--- src/rtl/dudf_pkg.sv ---
package dudf_pkg;

   // Field widths
   localparam int TIME_W      = 16;
   localparam int DIST_W      = 14;
   localparam int DIFF_W      = 15;
   localparam int STATUS_W    = 2;

   // Stream and CSR port widths
   localparam int REQ_DATA_W  = 32;
   localparam int RSP_DATA_W  = 64;
   localparam int RSP_PAD_W   = RSP_DATA_W - STATUS_W - 3 * DIST_W - DIFF_W;
   localparam int CSR_INDEX_W = 1;
   localparam int CSR_DATA_W  = 14;

   localparam int WINDOW_DEFAULT = 5;

   // distance = floor(time * 1715 / 10000) = (time * DIST_RECIP) >> RECIP_SHIFT,
   // exact for every 16-bit time (fraction steps are 1/2000, error stays below that)
   localparam int RECIP_W     = 26;
   localparam int RECIP_SHIFT = 28;
   localparam logic [RECIP_W-1:0] DIST_RECIP = 26'd46036681;

   localparam logic [DIST_W-1:0] MIN_DISTANCE_RESET = 14'd10;
   localparam logic [DIST_W-1:0] MAX_DISTANCE_RESET = 14'd300;

   localparam logic [CSR_INDEX_W-1:0] CSR_MIN_DISTANCE = 1'b0;
   localparam logic [CSR_INDEX_W-1:0] CSR_MAX_DISTANCE = 1'b1;

   typedef enum logic [STATUS_W-1:0] {
      STATUS_OK      = 2'd0,
      STATUS_NO_ECHO = 2'd1,
      STATUS_RANGE   = 2'd2
   } status_type;

   // controller -> datapath
   typedef struct packed {
      logic capture;
      logic dist_a_load;
      logic dist_b_load;
      logic check;
      logic sum_step;
      logic div_load;
      logic div_step;
      logic hold_load;
      logic out_load;
   } cmd_type;

   // datapath -> controller
   typedef struct packed {
      logic meas_ok;
      logic sum_last;
      logic div_last;
   } stat_type;

endpackage

--- src/rtl/dudf_datapath.sv ---
module dudf_datapath #(
   parameter int WINDOW = dudf_pkg::WINDOW_DEFAULT
) (
   input  logic                             clock,
   input  logic                             reset,
   input  logic [dudf_pkg::REQ_DATA_W-1:0]  req_data,
   input  logic                             csr_we,
   input  logic [dudf_pkg::CSR_INDEX_W-1:0] csr_index,
   input  logic [dudf_pkg::CSR_DATA_W-1:0]  csr_wdata,
   input  dudf_pkg::cmd_type                cmd,
   output dudf_pkg::stat_type               stat,
   output logic [dudf_pkg::RSP_DATA_W-1:0]  rsp_data
);
   import dudf_pkg::*;

   localparam int IW     = (WINDOW > 1) ? $clog2(WINDOW) : 1;
   localparam int CW     = $clog2(WINDOW + 1);
   localparam int SW     = DIST_W + $clog2(WINDOW);
   localparam int DCW    = $clog2(SW);
   localparam int PROD_W = TIME_W + RECIP_W;

   logic [TIME_W-1:0]  time_a_ff, time_b_ff;
   logic [DIST_W-1:0]  dist_a_ff, dist_b_ff;
   logic [DIST_W-1:0]  min_ff, max_ff;
   logic [TIME_W-1:0]  mul_op;
   logic [PROD_W-1:0]  mul_prod;
   status_type         status_in, status_ff;

   logic [DIST_W-1:0]  win_a_ff [WINDOW];
   logic [DIST_W-1:0]  win_b_ff [WINDOW];
   logic [IW-1:0]      slot_ff, slot_in;
   logic [CW-1:0]      fill_ff, fill_in;
   logic [IW-1:0]      idx_ff;
   logic [SW-1:0]      acc_a_ff, acc_b_ff;

   logic [SW-1:0]      dvd_a_ff, dvd_b_ff;
   logic [CW-1:0]      rem_a_ff, rem_b_ff;
   logic [CW:0]        rem_sh_a, rem_sh_b, rem_sub_a, rem_sub_b;
   logic               ge_a, ge_b;
   logic [DCW-1:0]     dcnt_ff;

   logic [DIST_W-1:0]  held_a_ff, held_b_ff, held_mean_ff;
   logic [DIFF_W-1:0]  held_diff_ff;
   logic [DIST_W:0]    pair_sum;
   logic [RSP_DATA_W-1:0] rsp_data_ff;

   // capture
   always_ff @(posedge clock) begin
      if (cmd.capture) begin
         time_a_ff <= req_data[TIME_W-1:0];
         time_b_ff <= req_data[2*TIME_W-1:TIME_W];
      end
   end

   // limits
   always_ff @(posedge clock) begin
      if (reset) begin
         min_ff <= MIN_DISTANCE_RESET;
         max_ff <= MAX_DISTANCE_RESET;
      end else if (csr_we) begin
         unique case (csr_index)
            CSR_MIN_DISTANCE: min_ff <= csr_wdata;
            CSR_MAX_DISTANCE: max_ff <= csr_wdata;
            default: ;
         endcase
      end
   end

   // shared reciprocal multiplier, A then B
   assign mul_op   = cmd.dist_b_load ? time_b_ff : time_a_ff;
   assign mul_prod = PROD_W'(mul_op) * PROD_W'(DIST_RECIP);

   always_ff @(posedge clock) begin
      if (cmd.dist_a_load) dist_a_ff <= mul_prod[RECIP_SHIFT +: DIST_W];
      if (cmd.dist_b_load) dist_b_ff <= mul_prod[RECIP_SHIFT +: DIST_W];
   end

   // classification, missing echo first
   always_comb begin
      priority if (time_a_ff == '0 || time_b_ff == '0) begin
         status_in = STATUS_NO_ECHO;
      end else if (dist_a_ff < min_ff || dist_a_ff > max_ff ||
                   dist_b_ff < min_ff || dist_b_ff > max_ff) begin
         status_in = STATUS_RANGE;
      end else begin
         status_in = STATUS_OK;
      end
   end

   assign stat.meas_ok = (status_in == STATUS_OK);

   always_ff @(posedge clock) begin
      if (cmd.check) status_ff <= status_in;
   end

   // ring buffers
   assign slot_in = (slot_ff == IW'(WINDOW - 1)) ? '0 : slot_ff + IW'(1);
   assign fill_in = (fill_ff == CW'(WINDOW)) ? fill_ff : fill_ff + CW'(1);

   always_ff @(posedge clock) begin
      if (reset) begin
         slot_ff <= '0;
         fill_ff <= '0;
      end else if (cmd.check && stat.meas_ok) begin
         slot_ff <= slot_in;
         fill_ff <= fill_in;
      end
   end

   always_ff @(posedge clock) begin
      if (cmd.check && stat.meas_ok) begin
         win_a_ff[slot_ff] <= dist_a_ff;
         win_b_ff[slot_ff] <= dist_b_ff;
      end
   end

   // window sum, one entry per cycle
   always_ff @(posedge clock) begin
      if (cmd.check) begin
         idx_ff   <= '0;
         acc_a_ff <= '0;
         acc_b_ff <= '0;
      end else if (cmd.sum_step) begin
         idx_ff   <= idx_ff + IW'(1);
         acc_a_ff <= acc_a_ff + SW'(win_a_ff[idx_ff]);
         acc_b_ff <= acc_b_ff + SW'(win_b_ff[idx_ff]);
      end
   end

   assign stat.sum_last = ((CW'(idx_ff) + CW'(1)) == fill_ff);

   // restoring dividers by fill count, one quotient bit per cycle
   assign rem_sh_a  = {rem_a_ff, dvd_a_ff[SW-1]};
   assign rem_sh_b  = {rem_b_ff, dvd_b_ff[SW-1]};
   assign ge_a      = (rem_sh_a >= {1'b0, fill_ff});
   assign ge_b      = (rem_sh_b >= {1'b0, fill_ff});
   assign rem_sub_a = ge_a ? rem_sh_a - {1'b0, fill_ff} : rem_sh_a;
   assign rem_sub_b = ge_b ? rem_sh_b - {1'b0, fill_ff} : rem_sh_b;

   always_ff @(posedge clock) begin
      if (cmd.div_load) begin
         dvd_a_ff <= acc_a_ff;
         dvd_b_ff <= acc_b_ff;
         rem_a_ff <= '0;
         rem_b_ff <= '0;
         dcnt_ff  <= '0;
      end else if (cmd.div_step) begin
         dvd_a_ff <= {dvd_a_ff[SW-2:0], ge_a};
         dvd_b_ff <= {dvd_b_ff[SW-2:0], ge_b};
         rem_a_ff <= rem_sub_a[CW-1:0];
         rem_b_ff <= rem_sub_b[CW-1:0];
         dcnt_ff  <= dcnt_ff + DCW'(1);
      end
   end

   assign stat.div_last = (dcnt_ff == DCW'(SW - 1));

   // held results
   assign pair_sum = {1'b0, dvd_a_ff[DIST_W-1:0]} + {1'b0, dvd_b_ff[DIST_W-1:0]};

   always_ff @(posedge clock) begin
      if (reset) begin
         held_a_ff    <= '0;
         held_b_ff    <= '0;
         held_mean_ff <= '0;
         held_diff_ff <= '0;
      end else if (cmd.hold_load) begin
         held_a_ff    <= dvd_a_ff[DIST_W-1:0];
         held_b_ff    <= dvd_b_ff[DIST_W-1:0];
         held_mean_ff <= pair_sum[DIST_W:1];
         held_diff_ff <= DIFF_W'(dvd_a_ff[DIST_W-1:0]) - DIFF_W'(dvd_b_ff[DIST_W-1:0]);
      end
   end

   // output register
   always_ff @(posedge clock) begin
      if (cmd.out_load) begin
         rsp_data_ff <= {{RSP_PAD_W{1'b0}}, held_diff_ff, held_mean_ff,
                         held_b_ff, held_a_ff, status_ff};
      end
   end

   assign rsp_data = rsp_data_ff;

endmodule

--- src/rtl/dudf_ctrl.sv ---
module dudf_ctrl (
   input  logic               clock,
   input  logic               reset,
   input  logic               req_valid,
   output logic               req_ready,
   output logic               rsp_valid,
   input  logic               rsp_ready,
   input  dudf_pkg::stat_type stat,
   output dudf_pkg::cmd_type  cmd
);
   import dudf_pkg::*;

   typedef enum logic [8:0] {
      ST_IDLE     = 9'b000000001,
      ST_DIST_A   = 9'b000000010,
      ST_DIST_B   = 9'b000000100,
      ST_CHECK    = 9'b000001000,
      ST_SUM      = 9'b000010000,
      ST_DIV_LOAD = 9'b000100000,
      ST_DIV      = 9'b001000000,
      ST_HOLD     = 9'b010000000,
      ST_OUTPUT   = 9'b100000000
   } state_type;

   state_type state_ff, state_in;
   logic      rsp_valid_ff, rsp_valid_in;

   always_comb begin
      cmd      = '0;
      state_in = state_ff;
      unique case (state_ff)
         ST_IDLE: begin
            if (req_valid) begin
               cmd.capture = 1'b1;
               state_in    = ST_DIST_A;
            end
         end
         ST_DIST_A: begin
            cmd.dist_a_load = 1'b1;
            state_in        = ST_DIST_B;
         end
         ST_DIST_B: begin
            cmd.dist_b_load = 1'b1;
            state_in        = ST_CHECK;
         end
         ST_CHECK: begin
            cmd.check = 1'b1;
            state_in  = stat.meas_ok ? ST_SUM : ST_OUTPUT;
         end
         ST_SUM: begin
            cmd.sum_step = 1'b1;
            if (stat.sum_last) state_in = ST_DIV_LOAD;
         end
         ST_DIV_LOAD: begin
            cmd.div_load = 1'b1;
            state_in     = ST_DIV;
         end
         ST_DIV: begin
            cmd.div_step = 1'b1;
            if (stat.div_last) state_in = ST_HOLD;
         end
         ST_HOLD: begin
            cmd.hold_load = 1'b1;
            state_in      = ST_OUTPUT;
         end
         ST_OUTPUT: begin
            // wait for the output register to free up
            if (!rsp_valid_ff || rsp_ready) begin
               cmd.out_load = 1'b1;
               state_in     = ST_IDLE;
            end
         end
         default: begin
            state_in = ST_IDLE;
         end
      endcase
   end

   always_comb begin
      priority if (cmd.out_load) begin
         rsp_valid_in = 1'b1;
      end else if (rsp_ready) begin
         rsp_valid_in = 1'b0;
      end else begin
         rsp_valid_in = rsp_valid_ff;
      end
   end

   always_ff @(posedge clock) begin
      if (reset) begin
         state_ff     <= ST_IDLE;
         rsp_valid_ff <= 1'b0;
      end else begin
         state_ff     <= state_in;
         rsp_valid_ff <= rsp_valid_in;
      end
   end

   assign req_ready = (state_ff == ST_IDLE);
   assign rsp_valid = rsp_valid_ff;

endmodule

--- src/rtl/dual_ultrasonic_distance_filter.sv ---
// Dual echo distance filter. Each request carries two echo durations in
// microseconds (0 = no echo); each becomes a distance in tenths of a cm as
// floor(t * 1715 / 10000). Missing echo gives status 1, a distance outside
// [min_distance, max_distance] gives status 2; in both cases the previous
// averages are repeated and nothing is stored. A good pair goes into two
// WINDOW-deep ring buffers and the response carries the truncated averages
// over the filled entries, their truncated mean and A minus B. A rejected
// request goes from the check straight to the output register; a good one
// first walks the F filled entries (1..WINDOW) one per cycle in the summing
// counter, then runs S = 14 + clog2(WINDOW) steps of the one-bit-per-cycle
// restoring divider (17 for WINDOW = 5). The block handles one request at a
// time and takes the next one in the cycle after the response is registered,
// even while that response still waits for rsp_tready. CSR writes are taken
// at any time but belong to idle periods.
module dual_ultrasonic_distance_filter #(
   parameter int WINDOW = dudf_pkg::WINDOW_DEFAULT
) (
   input  logic                             clock,
   input  logic                             reset,
   // request stream
   input  logic                             req_tvalid,
   output logic                             req_tready,
   input  logic [dudf_pkg::REQ_DATA_W-1:0]  req_tdata,   // echo_time_a, echo_time_b
   // response stream
   output logic                             rsp_tvalid,
   input  logic                             rsp_tready,
   output logic [dudf_pkg::RSP_DATA_W-1:0]  rsp_tdata,   // status, average_a, average_b,
                                                         // mean_ab, difference_ab, pad
   // register writes: 0 min_distance, 1 max_distance
   input  logic                             csr_we,
   input  logic [dudf_pkg::CSR_INDEX_W-1:0] csr_index,
   input  logic [dudf_pkg::CSR_DATA_W-1:0]  csr_wdata
);
   import dudf_pkg::*;

   // response field offsets
   localparam int AVG_A_LSB = STATUS_W;
   localparam int AVG_B_LSB = AVG_A_LSB + DIST_W;
   localparam int MEAN_LSB  = AVG_B_LSB + DIST_W;
   localparam int DIFF_LSB  = MEAN_LSB + DIST_W;

   cmd_type  cmd;
   stat_type stat;

   logic [STATUS_W-1:0] rsp_status;
   logic [DIST_W-1:0]   rsp_avg_a, rsp_avg_b, rsp_mean;
   logic [DIFF_W-1:0]   rsp_diff;

   dudf_ctrl u_ctrl (
      .clock     (clock),
      .reset     (reset),
      .req_valid (req_tvalid),
      .req_ready (req_tready),
      .rsp_valid (rsp_tvalid),
      .rsp_ready (rsp_tready),
      .stat      (stat),
      .cmd       (cmd)
   );

   dudf_datapath #(
      .WINDOW (WINDOW)
   ) u_datapath (
      .clock     (clock),
      .reset     (reset),
      .req_data  (req_tdata),
      .csr_we    (csr_we),
      .csr_index (csr_index),
      .csr_wdata (csr_wdata),
      .cmd       (cmd),
      .stat      (stat),
      .rsp_data  (rsp_tdata)
   );

   assign rsp_status = rsp_tdata[STATUS_W-1:0];
   assign rsp_avg_a  = rsp_tdata[AVG_A_LSB +: DIST_W];
   assign rsp_avg_b  = rsp_tdata[AVG_B_LSB +: DIST_W];
   assign rsp_mean   = rsp_tdata[MEAN_LSB +: DIST_W];
   assign rsp_diff   = rsp_tdata[DIFF_LSB +: DIFF_W];

   // one request in flight: ready drops right after an accept
   assert property (@(posedge clock) disable iff (reset)
      req_tvalid && req_tready |=> !req_tready)
      else $error("request accepted while busy");

   // only defined status codes leave the block
   assert property (@(posedge clock) disable iff (reset)
      rsp_tvalid |-> (rsp_status == STATUS_OK || rsp_status == STATUS_NO_ECHO ||
                      rsp_status == STATUS_RANGE))
      else $error("undefined status code");

   // mean and difference always match the two averages sent with them
   assert property (@(posedge clock) disable iff (reset)
      rsp_tvalid |-> rsp_mean == DIST_W'(({1'b0, rsp_avg_a} + {1'b0, rsp_avg_b}) >> 1))
      else $error("mean does not match averages");

   assert property (@(posedge clock) disable iff (reset)
      rsp_tvalid |-> rsp_diff == DIFF_W'({1'b0, rsp_avg_a} - {1'b0, rsp_avg_b}))
      else $error("difference does not match averages");

endmodule
--- config.mk ---
export PLATFORM = sky130hd
export DESIGN_NAME = dual_ultrasonic_distance_filter
export DESIGN_NICKNAME = d
export VERILOG_FILES = /design/src/rtl/dudf_pkg.sv /design/src/rtl/dudf_datapath.sv /design/src/rtl/dudf_ctrl.sv /design/src/rtl/dual_ultrasonic_distance_filter.sv
export SDC_FILE = /design/constraint.sdc
export NUM_CORES = 1
export LEC_CHECK = 0
export ABC_AREA = 1
export BUFFER_PORTS_ARGS = -buffer_cell sky130_fd_sc_hd__buf_2
export CAP_MARGIN = 10
export CORE_MARGIN = 2
export CORE_UTILIZATION = 55
export CTS_CLUSTER_SIZE = 28
export DETAILED_ROUTE_END_ITERATION = 16
export MAX_ROUTING_LAYER = met4
export PLACE_DENSITY = 0.75
export SYNTH_ARGS = -nofsm -noshare
export SYNTH_HDL_FRONTEND = slang
export SYNTH_HIERARCHICAL = 1
export SYNTH_SLANG_ARGS = --single-unit
--- constraint.sdc ---
create_clock -name clock -period 14.1 [get_ports clock]
set_input_delay 2.82 -clock clock [delete_from_list [all_inputs] [get_ports clock]]
set_output_delay 2.82 -clock clock [all_outputs]
set_load 0.02 [all_outputs]
# Yosys cells after proc, flatten, opt, wreduce, memory -nomap -nowiden
# Memory sizes are Yosys's and may differ from the RTL's. A register that Yosys moved wholly into a read port is not among the register bits.
# Index checks and enable logic that the tools add are counted.
[totals]
regBits = 304
ramBits = 140
output_inout_bits = 66
word_cells = 113
memories = 2
[classes]
addsub = 10
mul = 1
order_cmp = 6
eq_ne = 17
mux = 35
n_bitwise = 2
n_reduce_logical = 16
[mem_list]
columns = ["name", "words", "width", "rd", "rd_ports_with_merged_regs", "wr", "line", "source"]
rows = [
  ["u_datapath.win_a_ff", 5, 14, 1, 1, 1, "dudf_datapath.sv:29", "logic [DIST_W-1:0] win_a_ff [WINDOW];"],
  ["u_datapath.win_b_ff", 5, 14, 1, 1, 1, "dudf_datapath.sv:30", "logic [DIST_W-1:0] win_b_ff [WINDOW];"],
]
[ops]
columns = ["cell", "count"]
rows = [
  ["case mux 9 bit (9 select lines)", 1],
  ["2-to-1 mux 17 bit", 4],
  ["2-to-1 mux 9 bit", 5],
  ["multiplier 16 x 26 -> 42 bit (second input constant)", 1],
  ["adder 17 x 14 -> 17 bit", 2],
  ["logical NOT 16 bit", 2],
  ["greater-than comparator 14 bit", 2],
  ["< comparator 14 bit", 2],
  ["2-to-1 mux 3 bit", 7],
  ["2-to-1 mux 16 bit", 1],
  ["adder 14 x 14 -> 15 bit", 1],
  ["2-to-1 mux 1 bit", 15],
  ["subtractor 14 x 14 -> 15 bit", 1],
  ["adder 3 x 1 -> 3 bit (second input constant)", 3],
  ["== test 9 x 1 -> 1 bit (second input constant)", 1],
  ["== test 9 x 2 -> 1 bit (second input constant)", 1],
  ["== test 9 x 3 -> 1 bit (second input constant)", 1],
  ["== test 9 x 4 -> 1 bit (second input constant)", 1],
  ["== test 9 x 5 -> 1 bit (second input constant)", 1],
  ["== test 9 x 6 -> 1 bit (second input constant)", 1],
  ["== test 9 x 7 -> 1 bit (second input constant)", 1],
  ["== test 9 x 8 -> 1 bit (second input constant)", 1],
  ["== test 9 bit (second input constant)", 1],
  ["greater-or-equal comparator 4 x 3 -> 1 bit", 2],
  ["16 further kinds", 29],
]

# Depth between registers and ports, before layout
# Gate-level depths: netlist (run 1).
[logic_depth]
ltp_word = 10
depth_mapped = 33
depth_no_buf = 31

# By module
# The synthesis (run 1) kept the hierarchy.
[by_module_without_submodules]
columns = ["mod", "n_inst", "cells_each", "area_each_um2", "seq_area_each_um2"]
rows = [
  ["dudf_datapath", 1, 2917, 27486.4, 11701.2],
  ["dudf_ctrl", 1, 118, 763.2, 200.2],
]

# Worst setup path before layout (run 1)
# No wires, ideal clock.
[synth_path]
kind = "register to register"
from = "reg u_ctrl.state_ff[0]"
to = "reg u_datapath.dist_a_ff[6] (data pin)"
setup_time_ps = 260
arrival_ps = 7029
required_ps = 13840
path_slack_ps = 6810
path_stages_with_launch = 28
cell_sequence = "dfxtp_1 nor2_4 nand3_1 nor2_1 clkbuf_1 clkbuf_1 o21ai_0 fa_1 inv_1 fa_1 inv_1 fa_1 fa_1 fa_1 inv_1 fa_1 inv_1 ha_1 nand2_1 nor2_1 inv_2 nor3_1 nand3_1 nand3_1 and2_1 nor2_1 nand2_1 nand2_1"
[synth_lines]
columns = ["element", "line", "source"]
rows = [
  ["from (decl)", "dudf_ctrl.sv:25", "state_type state_ff, state_in;"],
  ["from (signal assigned)", "dudf_ctrl.sv:94", "state_ff <= state_in;"],
  ["to (signal assigned)", "dudf_datapath.sv:74", "if (cmd.dist_a_load) dist_a_ff <= mul_prod[RECIP_SHIFT +: DIST_W];"],
  ["to (decl)", "dudf_datapath.sv:23", "logic [DIST_W-1:0] dist_a_ff, dist_b_ff;"],
]

==> results.ini, run 1 <==
[logic_synthesis]
synth_flop_cell = edfxtp_1
syn_avg_cell_area_sq_um = 9.308
syn_area_sq_um = 28250
synthXorXnorAreaFrac = 0.01302
synthAdderAreaFrac = 0.2358
synthMuxAreaShare = 0
yosys_register_bits = 447
yosysWarnings = 6
synth_cell_types = 52
synthArstFlopShare = 0
syn_inst = 3035
synth.yosys.seq_area_share = 0.4213
synth_top_family_by_area = adder cells
synth-simple-area-share = 0.1384
synth_compound_area_frac = 0.1055
synth_edf_count = 295

[global_routing]
grt_overflow_total = 0
grt_use_total = 0.2747
grt_pass1_wl_microns = 110600
grt_antenna_before_repair = 0
grt_max_degree = 89
grt_pass1_vias = 20998

[timing]
max_freq_ghz = 0.1400
tightest_slew_ns = 1.084
slew_headroom = 0.2695
fin_skew_ns = 0.02998
finalCritPeriodShare = 0.5065
finalHoldViolCount = 0
tns_ns = 0
setup_viol = 0
slew_viol_final = 0
grt_setup_unrepaired = no
period_needed_ns = 7.142

[cts]
clk_pin_slew_ns = 0.06
post_cts_resized = 0
cts_setup_buffers = 0
h-tree-depth = 2
cts_sinks = 447
cts_tree = done
cts_buffer_depth = 3
cts_hold_buf = 0
clk_latency_ns = 0.60
cts-root-buf = clkbuf_16
cts_inserted_buffers = 47

[flow_run]
max_cap_viol_count = 0

[placed_design]
placement.io_buffers = 112
dpl.hpwl_microns = 53650
place_congestion = 0.9520

[critical_path]
critPathKind = reg -> reg
worstReg2RegEnd = u_datapath/dist_b_ff[6]
startpoint_type = flop
cp.arrival_ns = 7.46
crit_top_cell = fa_1
slowest_delay_ns = 0.69
reg2regPathDepth = 26
endpoint_kind = flop
cp_max_fo = 47
timing.rr.start = u_ctrl/state_ff[0]
r2r_slack_ns = 6.96
worstPathRequired_ns = 14.42
cp_slowest_cell = fa_1

[final_layout]
final_common_cell = inv_1
final_cell_mix = 519 x inv_1, 411 x nand2_1, 347 x nor2_1
area_delta_synth_final_pct = 10.16
diodes = 0
nets = 3620
layout-drive-gt1-share = 0.09045

[floorplanning]
io_pins = 118
die_area_sq_um = 53190
coreArea_sq_um = 51090
rows = 83
die-height_microns = 230.6
initial_core_util = 0.5529
die_w_microns = 230.6

[route]
drt-initial-drc-count = 1620
via_count = 20723
drc = 0
via_per_inst = 5.378
wl_microns = 70210
dr.pass1.iters = 5
ant_nets = 0
wire_per_inst_microns = 18.22

[worst_hold_path]
hp-class = reg -> reg
hold_depth = 0
hold_end = u_datapath/rsp_data[27]
hp-start = u_datapath/held_b_ff[11]

[run_status]
status = finished, final reports clean

## registers in the layout, summed over array words and instances (netlist names), 15 cells and up, named ones only
register and count:
u_datapath/win_a_ff 70, u_datapath/win_b_ff 70, u_datapath/rsp_data 59, u_datapath/acc_a_ff 17
u_datapath/acc_b_ff 17, u_datapath/dvd_a_ff 17, u_datapath/dvd_b_ff 17, u_datapath/time_a_ff 16
u_datapath/time_b_ff 16, u_datapath/held_diff_ff 15
## per-stage QoR
step	worst slack, ns	std cells	hold slack [ns]	util	cell area (sq um)
finish	6.958	3853	0.4289	0.6091	31120
global route	6.506	3853	0.4284	0.6091	31120
CTS	6.942	3853	0.4262	0.6091	31120
detailed placement	6.971	3765	0.4103	0.5776	29510
global placement	7.108	3765	0.4095	0.5776	29510
floorplan	6.811	3039	0.4003	-	28260
## per-layer routing
layer | up-vias | global-route usage | part of all wire
met5 | - | - | 0
met4 | 0 | 0.09435 | 0.034
met3 | 140 | 0.02643 | 0.039
met2 | 476 | 0.4902 | 0.52
met1 | 9996 | 0.3254 | 0.41
li1 | 10111 | - | -
## cells by family after synthesis
| kind of cell | count (synthesis) |
|---|---|
| fa+ha+maj | 434 |
| buf+inv | 636 |
| compound gates | 547 |
| simple gates | 928 |
| xor+xnor | 42 |
| other cells | 1 |
| flops | 447 |
## critical path, delay by kind of cell, from the launching register on
| kind | cells | cell delay (ns) |
|---|---|---|
| fa+ha+maj | 7 | 3.61 |
| simple gates | 12 | 1.60 |
| buf+inv | 6 | 0.76 |
| compound gates | 1 | 0.51 |
| flops | 1 | 0.34 |
## synth_stat cells, types with 7 or more instances
cell,instances,area share
inv_1,521,0.069
nand2_1,411,0.055
nor2_1,351,0.047
edfxtp_1,295,0.31
ha_1,270,0.12
o21ai_0,235,0.042
a21oi_1,172,0.030
fa_1,164,0.12
dfxtp_1,152,0.11
nand3_1,77,0.014
clkbuf_1,64,0.0085
a31oi_1,36,0.0080
o21ai_1,32,0.0057
xor2_1,25,0.0078
inv_2,24,0.0032
nor3_1,19,0.0034
xnor2_1,17,0.0053
nand4_1,16,0.0035
o211ai_1,16,0.0043
a21o_1,14,0.0037
o21bai_1,10,0.0027
buf_4,8,0.0021
nand3_2,8,0.0028
nor2_2,8,0.0018
nor2_4,8,0.0032
buf_2,7,0.0012
nand3b_1,7,0.0019
## cell type report
cell class,count,area [sq um]
fill,4362,19970
multi-input combinational,1956,13990
sequential,447,11900
inverter,551,2068
clock buffer,61,1311
tap,680,850.8
timing repair buffer,131,703.2
clock inverter,27,299.0
## how the worst max path moves through the flow
| stage | cells past startpoint | endpoint | slack [ns] | from |
|---|---|---|---|---|
| global placement | 28 | u_datapath/dist_a_ff[6] | 7.11 | u_ctrl/state_ff[0] |
| detailed placement | 26 | u_datapath/dist_a_ff[6] | 6.97 | u_ctrl/state_ff[0] |
| finish | 26 | u_datapath/dist_b_ff[6] | 6.96 | u_ctrl/state_ff[0] |
| floorplan | 27 | u_datapath/dist_a_ff[6] | 6.81 | u_ctrl/state_ff[0] |
| global route | 26 | u_datapath/dist_b_ff[6] | 6.51 | u_ctrl/state_ff[0] |
| CTS | 26 | u_datapath/dist_b_ff[6] | 6.94 | u_ctrl/state_ff[0] |
Power of run 1 is left out: the tool's default activity adds up to more than one toggle a clock period on the data nets, which glitch-free logic cannot reach.
==> run 2, diff against run 1 <==
--- a/config.mk
+++ b/config.mk
@@ -5,7 +5,7 @@
 export SDC_FILE = /design/constraint.sdc
 export NUM_CORES = 1
 export LEC_CHECK = 0
-export ABC_AREA = 1
+export ABC_AREA = 0
 export BUFFER_PORTS_ARGS = -buffer_cell sky130_fd_sc_hd__buf_2
 export CAP_MARGIN = 10
 export CORE_MARGIN = 2
==> constraint.sdc (replaced) <==
create_clock -name clock -period 7.43 [get_ports clock]
set_input_delay 1.486 -clock clock [delete_from_list [all_inputs] [get_ports clock]]
set_output_delay 1.486 -clock clock [all_outputs]
set_load 0.02 [all_outputs]
==> results.ini, run 2 <==
[cts]
clk_latency_ns = 0.60  ; about the same
cts_buffer_depth = 3  ; unchanged
h-tree-depth = 2  ; unchanged
cts_tree = done
clk_pin_slew_ns = 0.06  ; about the same
cts_sinks = 447  ; unchanged
cts_inserted_buffers = 46  ; -2.1%
cts-root-buf = clkbuf_16

[logic_synthesis]
synth.yosys.seq_area_share = 0.4394  ; +0.01806
yosys_register_bits = 447  ; unchanged
synth_cell_types = 94  ; +81%
synth.area.top_cells = edfxtp_1 33%, ha_1 12%, fa_1 12%
yosys.area.top_type = edfxtp_1
synth_top_cell_area_share = 0.3270  ; +0.01344
synth_flop_cell = edfxtp_1
synth_commonest_cells = 323 x inv_1, 295 x edfxtp_1, 270 x ha_1
yosysMostFrequentCell = inv_1
yosysWarnings = 6  ; unchanged
syn_avg_cell_area_sq_um = 11.95  ; +28%
synth_edf_count = 295  ; unchanged
syn_inst = 2266  ; -25%
synthArstFlopShare = 0  ; unchanged
syn_area_sq_um = 27090  ; -4.1%

[critical_path]
cp_num_buf_inv = 5  ; -1
crit_family = adder cells
cp_max_fo = 7  ; -85%
worstPathRequired_ns = 7.81  ; -6.61 ns
critPathKind = reg -> reg
crit_top_cell = fa_1
endpoint_kind = flop
cp.arrival_ns = 7.61  ; +0.15 ns
cp_slowest_cell = fa_1
path_cells = nor4_4 -> nor2b_4 -> and3_4 -> mux2i_2 -> inv_1 -> fa_1 -> inv_2 -> fa_1 -> fa_1 -> inv_1 -> fa_1 -> inv_1 -> fa_1 -> inv_1 -> fa_1 -> ha_4 -> a21oi_1 -> o21ai_0 -> a221oi_2 -> o22ai_2 -> o21ba_4 -> a21boi_4 -> a2111o_1 -> o311ai_2
startpoint_type = flop
slowest_delay_ns = 0.59  ; -0.10 ns

[flow_run]
max_cap_viol_count = 0  ; unchanged

[global_routing]
grt_overflow_total = 0  ; unchanged
grt_max_degree = 92  ; +3.4%
grt_pass1_wl_microns = 96420  ; -13%
grt_pass1_vias = 17926  ; -15%
grt_use_total = 0.2526  ; -0.02219
grt_antenna_before_repair = 1  ; +1

[route]
drc = 0  ; unchanged
wl_microns = 61330  ; -13%
drt-initial-drc-count = 1244  ; -23%
ant_nets = 0  ; unchanged
via_count = 17430  ; -16%
wire_per_inst_microns = 19.63  ; +7.7%
via_per_inst = 5.578  ; +3.7%
dr.pass1.iters = 5  ; unchanged

[floorplanning]
die_w_microns = 225.9  ; -2.0%
initial_core_util = 0.5557  ; +0.002789
coreArea_sq_um = 48750  ; -4.6%
die_area_sq_um = 51040  ; -4.0%
io_pins = 118  ; unchanged
die-height_microns = 225.9  ; -2.0%
rows = 81  ; -2.4%

[final_layout]
nets = 2910  ; -20%
layout-drive-gt1-share = 0.1662  ; +0.07574
final_cell_mix = 315 x inv_1, 295 x edfxtp_1, 266 x ha_1
nFillCells = 3751  ; -14%
diodes = 0  ; unchanged
fin_util = 0.6240  ; +0.01486
final_common_cell = inv_1
area_delta_synth_final_pct = 12.29

[placed_design]
place_congestion = 0.9820  ; +3.2%
dpl.hpwl_microns = 46830  ; -13%
placement.io_buffers = 112  ; unchanged
place_ws_ns = -0.1152  ; -7.086 ns

[timing]
finalCritPeriodShare = 0.9728  ; +0.4662
whs_ns = 0.4066  ; -0.02236 ns
setup_ws_ns = 0.2023  ; -6.756 ns
slew_headroom = 0.3155  ; +0.04607
slew_viol_final = 0  ; unchanged
tightest_slew_ns = 1.027  ; -0.05764 ns
period_needed_ns = 7.228  ; +0.08570 ns
setup_viol = 0  ; unchanged
fin_skew_ns = 0.03955  ; +0.009570 ns
max_freq_ghz = 0.1384  ; -1.2%
finalHoldViolCount = 0  ; unchanged

[worst_hold_path]
hp-class = reg -> reg

[run_status]
status = finished, final reports clean

run 2: changes by cell type after synthesis, sizes merged, moves of 63 or more:
| cell | change |
|---|---|
| nor2 | -220 |
| o21ai | -212 |
| nand3 | -63 |
| nand2 | -294 |
| inv | -222 |
| mux2i | +71 |
| a21oi | -76 |
run 2: through the flow:
step           TNS (ns)  std cells  cell area, sq um
2_1_floorplan         0       2270             27120
4_1_cts               0       3119             30280
3_3_place_gp          0       3029             28630
3_5_place_dp    -0.3660       3029             28630
6_report              0       3125             30420
5_1_grt         -0.4379       3125             30420
run 2: routing by layer:
| metal | up-vias | GRT usage | part of all wire |
|---|---|---|---|
| li1 | 8243 | - | - |
| met1 | 8661 | 0.3115 | 0.42 |
| met2 | 433 | 0.4455 | 0.52 |
| met3 | 93 | 0.02407 | 0.041 |
| met4 | 0 | 0.06815 | 0.026 |
| met5 | - | - | 0 |
run 2: logic make-up after synthesis:
| logic type | count (synthesis) | share of synthesized area |
|---|---|---|
| simple gates | 461 | 0.08448 |
| fa+ha+maj | 434 | 0.2459 |
| xor+xnor | 60 | 0.01940 |
| other cells | 1 | 0.0001384 |
| flops | 447 | 0.4394 |
| mux | 152 | 0.07182 |
| buf+inv | 390 | 0.05547 |
| compound gates | 321 | 0.08342 |
run 2: final timing paths:
check                                             start                      end  depth (start not counted)  slack [ns]
worst max register to register       u_ctrl/state_ff[4]  u_datapath/dist_a_ff[7]                         24        0.20
worst max-delay path                 u_ctrl/state_ff[4]  u_datapath/dist_a_ff[7]                         24        0.20
worst min register to register  u_datapath/status_ff[1]   u_datapath/rsp_data[1]                          0        0.41
worst min-delay path            u_datapath/status_ff[1]   u_datapath/rsp_data[1]                          0        0.41
run 2: timing repair:
action,4_1_cts,5_1_grt
hold buffers,0,0
gates cloned,0,1
pin swaps,1,11
buffers inserted,5,5
gates resized for setup,1,29
endpoints found under the setup margin,4,22
run 2: final cells by class:
class | count | area (sq um) | share of cell area
Inverter | 324 | 1216 | 0.03998
Tap cell | 664 | 830.8 | 0.02731
Sequential cell | 447 | 11910 | 0.3914
Multi-Input combinational cell | 1434 | 13850 | 0.4555
Clock inverter | 30 | 380.4 | 0.01251
Timing Repair Buffer | 171 | 1006 | 0.03307
Clock buffer | 55 | 1225 | 0.04027
run 2: worst reg2reg max path, stage by stage (launching register included):
cell,delay [ns]
dfxtp_2,0.38
nor4_4,0.32
nor2b_4,0.26
and3_4,0.30
mux2i_2,0.27
inv_1,0.10
fa_1,0.56
inv_2,0.08
fa_1,0.50
fa_1,0.52
inv_1,0.05
fa_1,0.48
inv_1,0.06
fa_1,0.54
inv_1,0.05
fa_1,0.59
ha_4,0.23
a21oi_1,0.18
o21ai_0,0.16
a221oi_2,0.38
o22ai_2,0.10
o21ba_4,0.30
a21boi_4,0.08
a2111o_1,0.43
o311ai_2,0.11
Power of run 2 is left out for the same reason.
==> run 3, diff against run 2 <==
--- a/config.mk
+++ b/config.mk
@@ -14,6 +14,8 @@
 export DETAILED_ROUTE_END_ITERATION = 16
 export MAX_ROUTING_LAYER = met4
 export PLACE_DENSITY = 0.75
+export RECOVER_POWER = 50
+export SETUP_SLACK_MARGIN = 0.3
 export SYNTH_ARGS = -nofsm -noshare
 export SYNTH_HDL_FRONTEND = slang
 export SYNTH_HIERARCHICAL = 1
==> results.ini, run 3 (synthesis results as in run 2) <==
[floorplanning]
die_area_sq_um = 51040  ; unchanged
coreArea_sq_um = 48750  ; unchanged
die_w_microns = 225.9  ; unchanged
io_pins = 118  ; unchanged
die-height_microns = 225.9  ; unchanged
initial_core_util = 0.5557  ; unchanged
rows = 81  ; unchanged

[timing]
tightest_slew_ns = 4.364  ; +3.337 ns
tns_ns = 0  ; unchanged
period_needed_ns = 7.085  ; -0.1423 ns
finalCritPeriodShare = 0.9536  ; -0.01916
slew_viol_final = 282  ; +282
whs_ns = 0.4183  ; +0.01171 ns
slew_headroom = -1.909  ; -2.225
fin_skew_ns = 0.02511  ; -0.01443 ns
finalHoldViolCount = 0  ; unchanged
setup_viol = 0  ; unchanged
max_freq_ghz = 0.1411  ; +2.0%
grt_setup_unrepaired = yes

[route]
via_count = 17384  ; -0.26%
drt-initial-drc-count = 1046  ; -16%
ant_nets = 0  ; unchanged
drc = 0  ; unchanged
via_per_inst = 5.547  ; -0.55%
met1_length_microns = 26370  ; +2.8%
dr_wl_met2_microns = 31440  ; -0.51%
dr_wl_met3_microns = 2265  ; -9.4%
wl_microns = 61460  ; +0.21%
dr.pass1.iters = 5  ; unchanged
wire_per_inst_microns = 19.61  ; about the same
top_layer = met4

[critical_path]
crit_top_cell = fa_1
cp_num_buf_inv = 5  ; unchanged
cp.arrival_ns = 7.47  ; -0.14 ns
crit_family = adder cells
critical_path.startpoint = u_ctrl/state_ff[4]
slowest_delay_ns = 0.54  ; -0.05 ns
endpoint_kind = flop
critPathKind = reg -> reg
worstPathRequired_ns = 7.82  ; about the same
cp_max_fo = 8  ; +1
path_cells = nor4_4 -> nor2b_4 -> and3_4 -> buf_12 -> buf_4 -> mux2i_2 -> inv_2 -> fa_1 -> ha_1 -> or2_2 -> fa_1 -> fa_1 -> fa_1 -> inv_1 -> fa_1 -> inv_1 -> ha_1 -> and4_4 -> a221oi_4 -> o22ai_2 -> o21ba_4 -> a21boi_4 -> a2111o_1 -> o311ai_4
startpoint_type = flop
cp_slowest_cell = fa_1
timing.rr.start = u_ctrl/state_ff[4]

[cts]
clk_latency_ns = 0.59  ; about the same
cts_inserted_buffers = 47  ; +2.2%
cts_buffer_depth = 3  ; unchanged
cts_sinks = 447  ; unchanged
h-tree-depth = 2  ; unchanged
clk_pin_slew_ns = 0.07  ; about the same
cts_tree = done
cts-root-buf = clkbuf_16

[worst_hold_path]
hp-start = u_datapath/held_mean_ff[11]
hp-class = reg -> reg

[flow_run]
max_cap_viol_count = 6  ; +6

[run_status]
status = complete, but fails checks
violations = max-capacitance violations, max-slew violations

[final_layout]
area_delta_synth_final_pct = 13.26
diodes = 0  ; unchanged
nets = 2917  ; +0.24%
layout-drive-gt1-share = 0.1765  ; +0.01033
final_common_cell = inv_1
final_cell_mix = 307 x inv_1, 295 x edfxtp_1, 257 x ha_1

[global_routing]
grt_antenna_before_repair = 1  ; unchanged
grt_max_degree = 92  ; unchanged
grt_overflow_total = 0  ; unchanged
grt_pass1_wl_microns = 95740  ; -0.70%
grt_pass1_vias = 17771  ; -0.86%
grt_use_total = 0.2507  ; -0.001880

[placed_design]
place_congestion = 0.9754  ; -0.67%
dpl.hpwl_microns = 46670  ; -0.35%
placement.io_buffers = 112  ; unchanged

## run 3: cell types whose count changed in the layout (fill, tap and decap cells not counted), moves of 6 or more
cell,change
ha_1,-9
buf_4,-10
mux2i_4,+6
ha_4,+8
clkbuf_1,+12
inv_1,-8
## run 3: worst register-to-register path: cells and delay by family, from the launching register on
| family | cells | cell delay, ns |
|---|---|---|
| buffers and inverters | 5 | 0.49 |
| DFF | 1 | 0.36 |
| adders and majority gates | 7 | 3.08 |
| AOI/OAI and AO/OA | 6 | 1.36 |
| muxes | 1 | 0.26 |
| and+or+nand+nor | 5 | 1.35 |
## run 3: worst paths after layout
| path | to | slack (ns) | cells past startpoint |
|---|---|---|---|
| worst min-delay path | u_datapath/rsp_data[41] | 0.42 | 0 |
| worst max register to register | u_datapath/dist_b_ff[7] | 0.34 | 24 |
| worst min register to register | u_datapath/rsp_data[41] | 0.42 | 0 |
| worst max-delay path | u_datapath/dist_b_ff[7] | 0.34 | 24 |
## run 3: metrics by stage
step / utilization / instance area, sq um / std cells / setup slack (ns)
2_1_floorplan: - / 27190 / 2270 / 0.3197
3_3_place_gp: 0.5863 / 28580 / 3013 / 0.2674
3_5_place_dp: 0.5863 / 28580 / 3013 / 0.09523
4_1_cts: 0.6224 / 30340 / 3111 / 0.3105
5_1_grt: 0.6293 / 30680 / 3134 / 0.1329
6_report: 0.6293 / 30680 / 3134 / 0.3446
## run 3: routing by layer
metal | vias up | track usage
met3 | 91 | 0.02615
met5 | - | -
li1 | 8259 | -
met2 | 374 | 0.4390
met4 | 0 | 0.06238
met1 | 8660 | 0.3125
## run 3: repair_timing
action / 4_1_cts / 5_1_grt
hold buffers: 0 / 0
setup buffers: 10 / 23
resized for setup: 26 / 48
pin swaps: 9 / 28
endpoints found under the setup margin: 20 / 22
## run 3: area by class of cell
cell class / instances / area [sq um]
Tap cell: 664 / 830.8
Inverter: 324 / 1226
Clock buffer: 66 / 1360
Sequential cell: 447 / 11910
Multi-Input combinational cell: 1433 / 14050
Timing Repair Buffer: 178 / 1067
Fill cell: 3721 / 18070
Clock inverter: 22 / 234.0
Power of run 3 is left out for the same reason.
